--- src/design/ffca_pkg.sv ---
`timescale 1ns / 1ps
`default_nettype none

package ffca_pkg;

   // Table depth and address width.
   localparam int MAX_EXTENTS = 64;
   localparam int ADDR_BITS = 48;
   localparam int IDX_W = $clog2(MAX_EXTENTS);
   localparam int HELD_W = $clog2(MAX_EXTENTS + 1);

   // One free extent as held by a cell.
   typedef struct packed {
      logic [ADDR_BITS-1:0] start;
      logic [ADDR_BITS-1:0] length;
   } extent_type;

   typedef enum logic {
      KIND_ALLOC   = 1'b0,
      KIND_RELEASE = 1'b1
   } kind_type;

   typedef enum logic [1:0] {
      STATUS_DONE  = 2'd0,
      STATUS_NOFIT = 2'd1,
      STATUS_FULL  = 2'd2
   } status_type;

   typedef enum logic {
      CSR_HEAP_BASE = 1'b0,
      CSR_HEAP_SIZE = 1'b1
   } csr_index_type;

   typedef enum logic [1:0] {
      ST_IDLE,
      ST_WALK,
      ST_DONE
   } state_type;

endpackage

`default_nettype wire

--- src/design/ffca_cell.sv ---
`timescale 1ns / 1ps
`default_nettype none

module ffca_cell
   import ffca_pkg::*;
(
   input  wire        clock,
   input  wire        shift_en,
   input  wire        load_en,
   input  extent_type load_data,
   input  extent_type next_data,
   output extent_type data_out
);

   extent_type data_ff;
   extent_type data_in;

   // A cell takes a loaded extent, else its neighbour's when shifting, else keeps its own.
   always_comb begin
      data_in = data_ff;
      if (load_en) begin
         data_in = load_data;
      end else if (shift_en) begin
         data_in = next_data;
      end
   end

   always_ff @(posedge clock) begin
      data_ff <= data_in;
   end

   assign data_out = data_ff;

endmodule

`default_nettype wire

--- config.mk ---
export PLATFORM = sky130hd
export DESIGN_NAME = ffca_cell
export DESIGN_NICKNAME = d
export VERILOG_FILES = /design/src/design/ffca_pkg.sv /design/src/design/ffca_cell.sv
export SDC_FILE = /design/constraint.sdc
export NUM_CORES = 1
export LEC_CHECK = 0
export BUFFER_PORTS_ARGS = -buffer_cell sky130_fd_sc_hd__clkbuf_2
export CAP_MARGIN = 20
export CORE_MARGIN = 3
export CORE_UTILIZATION = 30
export DETAILED_ROUTE_END_ITERATION = 8
export HOLD_SLACK_MARGIN = 0.08
export MAX_ROUTING_LAYER = met4
export PLACE_DENSITY_LB_ADDON = 0.12
export SKIP_LAST_GASP = 1
export SLEW_MARGIN = 20
export SYNTH_ARGS = -nofsm -noshare
export SYNTH_HDL_FRONTEND = slang
export SYNTH_SLANG_ARGS = --single-unit
export TNS_END_PERCENT = 20
--- constraint.sdc ---
create_clock -name clock -period 7.4 [get_ports clock]
set_input_delay 0.74 -clock clock [delete_from_list [all_inputs] [get_ports clock]]
set_output_delay 0.74 -clock clock [all_outputs]
set_load 0.01 [all_outputs]
==> metrics.csv <==
stage,metric,value,unit
floorplan,ios,291,
cells_and_area,drive_above_1_share,80.60,%
sta,finalHoldViolCount,0,
logic_synthesis,synthArstFlopShare,0,%
sta,setup_viol,0,
power,power.share.switching,21.91,%
worst_setup_path,critical_path_class,primary input to flop,
clocking,cts_resized,0,
worst_setup_path,startpoint_type,primary input,
worst_setup_path,worstPathArrival,2550,ps
logic_synthesis,synth-edff-count,96,
detailed_routing,routed_wl,10820,µm
sta,fin_tns_setup,0,ps
placement,place_inst,661,
cells_and_area,n_antenna_cell,0,
logic_synthesis,synth_cells,204,
logic_synthesis,yosys_warnings,0,
power,net-switching-power,0.3124,mW
grt,gr-total-overflow,0,
worst_setup_path,cp_data_required_time,7380,ps
power,power-per-cell-area,233.6,nW/µm²
logic_synthesis,synth.most_common_cell,edfxtp_1,
grt,antenna_found_initial,0,
logic_synthesis,synth.cell_area,4165,µm²
sta,worst_pin_slew,853.6,ps
clocking,clk_path_buf_depth,2,
logic_synthesis,synth_area_leaders,"edfxtp_1, mux2_2, mux2_4",
power,power.internal,1.113,mW
logic_synthesis,yosysTopAreaCellShare,69.21,%
sta,rsz0062_at_grt,false,
power,seqPwrFrac,48.0,%
logic_synthesis,synth-seq-area-share,69.21,%
grt,grt_pass1_wl,14680,µm
cells_and_area,syn2layout_area_growth,46.56,%
sta,slew_headroom,43.10,%
sta,fmax,0.3889,GHz
grt,grt_max_degree,55,
clocking,cts_sinks,96,
job,drv_cap,0,
logic_synthesis,synthFlopType,edfxtp_1,
floorplan,rows,42,
detailed_routing,firstDrtPassIters,5,
power,ir_drop,176.8,µV
clocking,numCtsBuffers,9,
clocking,clkTransAtPathRegs,60,ps
worst_hold_path,min_path_type,primary input to flop,
placement,dp.final_hpwl,8609,µm
detailed_routing,drc_errors,0,
logic_synthesis,synth_top_cell_by_area,edfxtp_1,
cells_and_area,largest_register_ffs,96,
logic_synthesis,syn_nets,399,
worst_setup_path,endpoint_kind,flop,
cells_and_area,nets,691,
detailed_routing,viasPerCell,4.259,
grt,grt_pass1_vias,2886,
clocking,cts.root.buffer_cell,clkbuf_16,
worst_setup_path,crit_fanout,51,
detailed_routing,dr.first_iter.drc_count,132,
detailed_routing,wl_per_cell,16.00,µm
detailed_routing,vias,2879,
floorplan,start_util,31.08,%
logic_synthesis,synthTopCellsByCount,"edfxtp_1, mux2_2, mux2_4",
floorplan,core,13400,µm²
detailed_routing,ant_nets,0,
power,pwr-share-comb,15.5,%
sta,min_period_over_period,34.75,%
cells_and_area,fin_cells,676,
clocking,cts_tree,done,
sta,fin_crit,2571,ps
sta,final_max_slew_viol_count,0,
power,clock_power_share,36.5,%
grt,grt.total_usage,13.62,%
logic_synthesis,synth_seq_cells,96,
logic_synthesis,syn_avg_cell_area,20.42,µm²
placement,gp_congestion,0.7051,
clocking,cts_setup_buffers,0,
placement,io_buffers,290,
floorplan,die_h,123.8,µm
floorplan,die_x,123.8,µm
outcome,status,finished clean,
clocking,cts_hold_buffers,0,
clocking,cts_max_level,3,
power,leakagePower,2.852,nW
logic_synthesis,synth_cell_type_count,6,
floorplan,die_area,15330,µm²
cells in the final DEF (no fill, tap or decap):
cell        synthesis  layout
buf_4               0       3
bufinv_16           0       3
clkbuf_16           0       9
clkbuf_2            0     289
clkinv_1            0       1
clkinvlp_4          0       2
edfxtp_1           96      96
mux2_2             67      67
mux2_4             29      29
or2_4               0       1
area by class of cell:
class,count,area (µm²)
Clock buffer,9,225.2
Multi-Input combinational cell,97,1199
Tap cell,176,220.2
Clock inverter,6,108.9
Fill cell,1241,7296
Sequential cell,96,2883
Timing Repair Buffer,292,1469
worst max-delay path, cell delays in order:
cell	delay, ps
buf_4	440
or2_4	650
buf_4	650
through the flow:
stage / hold WS [ps] / setup slack (ps) / total power, mW / utilization (%) / area [µm²]
6_report: 693.6 / 4829 / 1.426 / 45.56 / 6105
5_1_grt: 673.6 / 4693 / 1.491 / 45.56 / 6105
4_1_cts: 669.6 / 4802 / 1.453 / 45.56 / 6105
3_5_place_dp: 1044 / 4421 / 0.9236 / 43.06 / 5771
3_3_place_gp: 1041 / 4465 / 0.9218 / 43.06 / 5771
2_1_floorplan: 957.5 / 3672 / 0.8005 / - / 4165
worst paths after layout:
check	start	endpoint	slack [ps]	depth (start not counted)
hold / removal	next_data[80]	data_out[80]$_DFFE_PP_	690	2
setup / recovery	load_en	data_out[24]$_DFFE_PP_	4830	3
kinds of logic after synthesis:
kind of cell / count (synthesis) / synth area share (%)
AND/OR/NAND/NOR: 1 / 0.1503
buffers and inverters: 11 / 2.073
flip-flops: 96 / 69.21
multiplexers: 96 / 28.57
metal layers:
layer	routed length, µm	vias up	global-route usage, %
met1	3804	1300	13.54
met4	169	0	5.190
met3	1413	11	6.040
met2	5429	186	23.49
met5	0	-	-
li1	-	1382	-
power groups by stage:
stage / logic (mW) / clock network, mW / registers (mW)
after floorplan: 0.0700 / 0 / 0.730
after global placement: 0.225 / 0 / 0.697
after detailed placement: 0.226 / 0 / 0.697
after CTS: 0.227 / 0.540 / 0.686
after global routing: 0.241 / 0.561 / 0.689
final: 0.221 / 0.520 / 0.685
No activity file was read; power rests on OpenSTA's default activity.
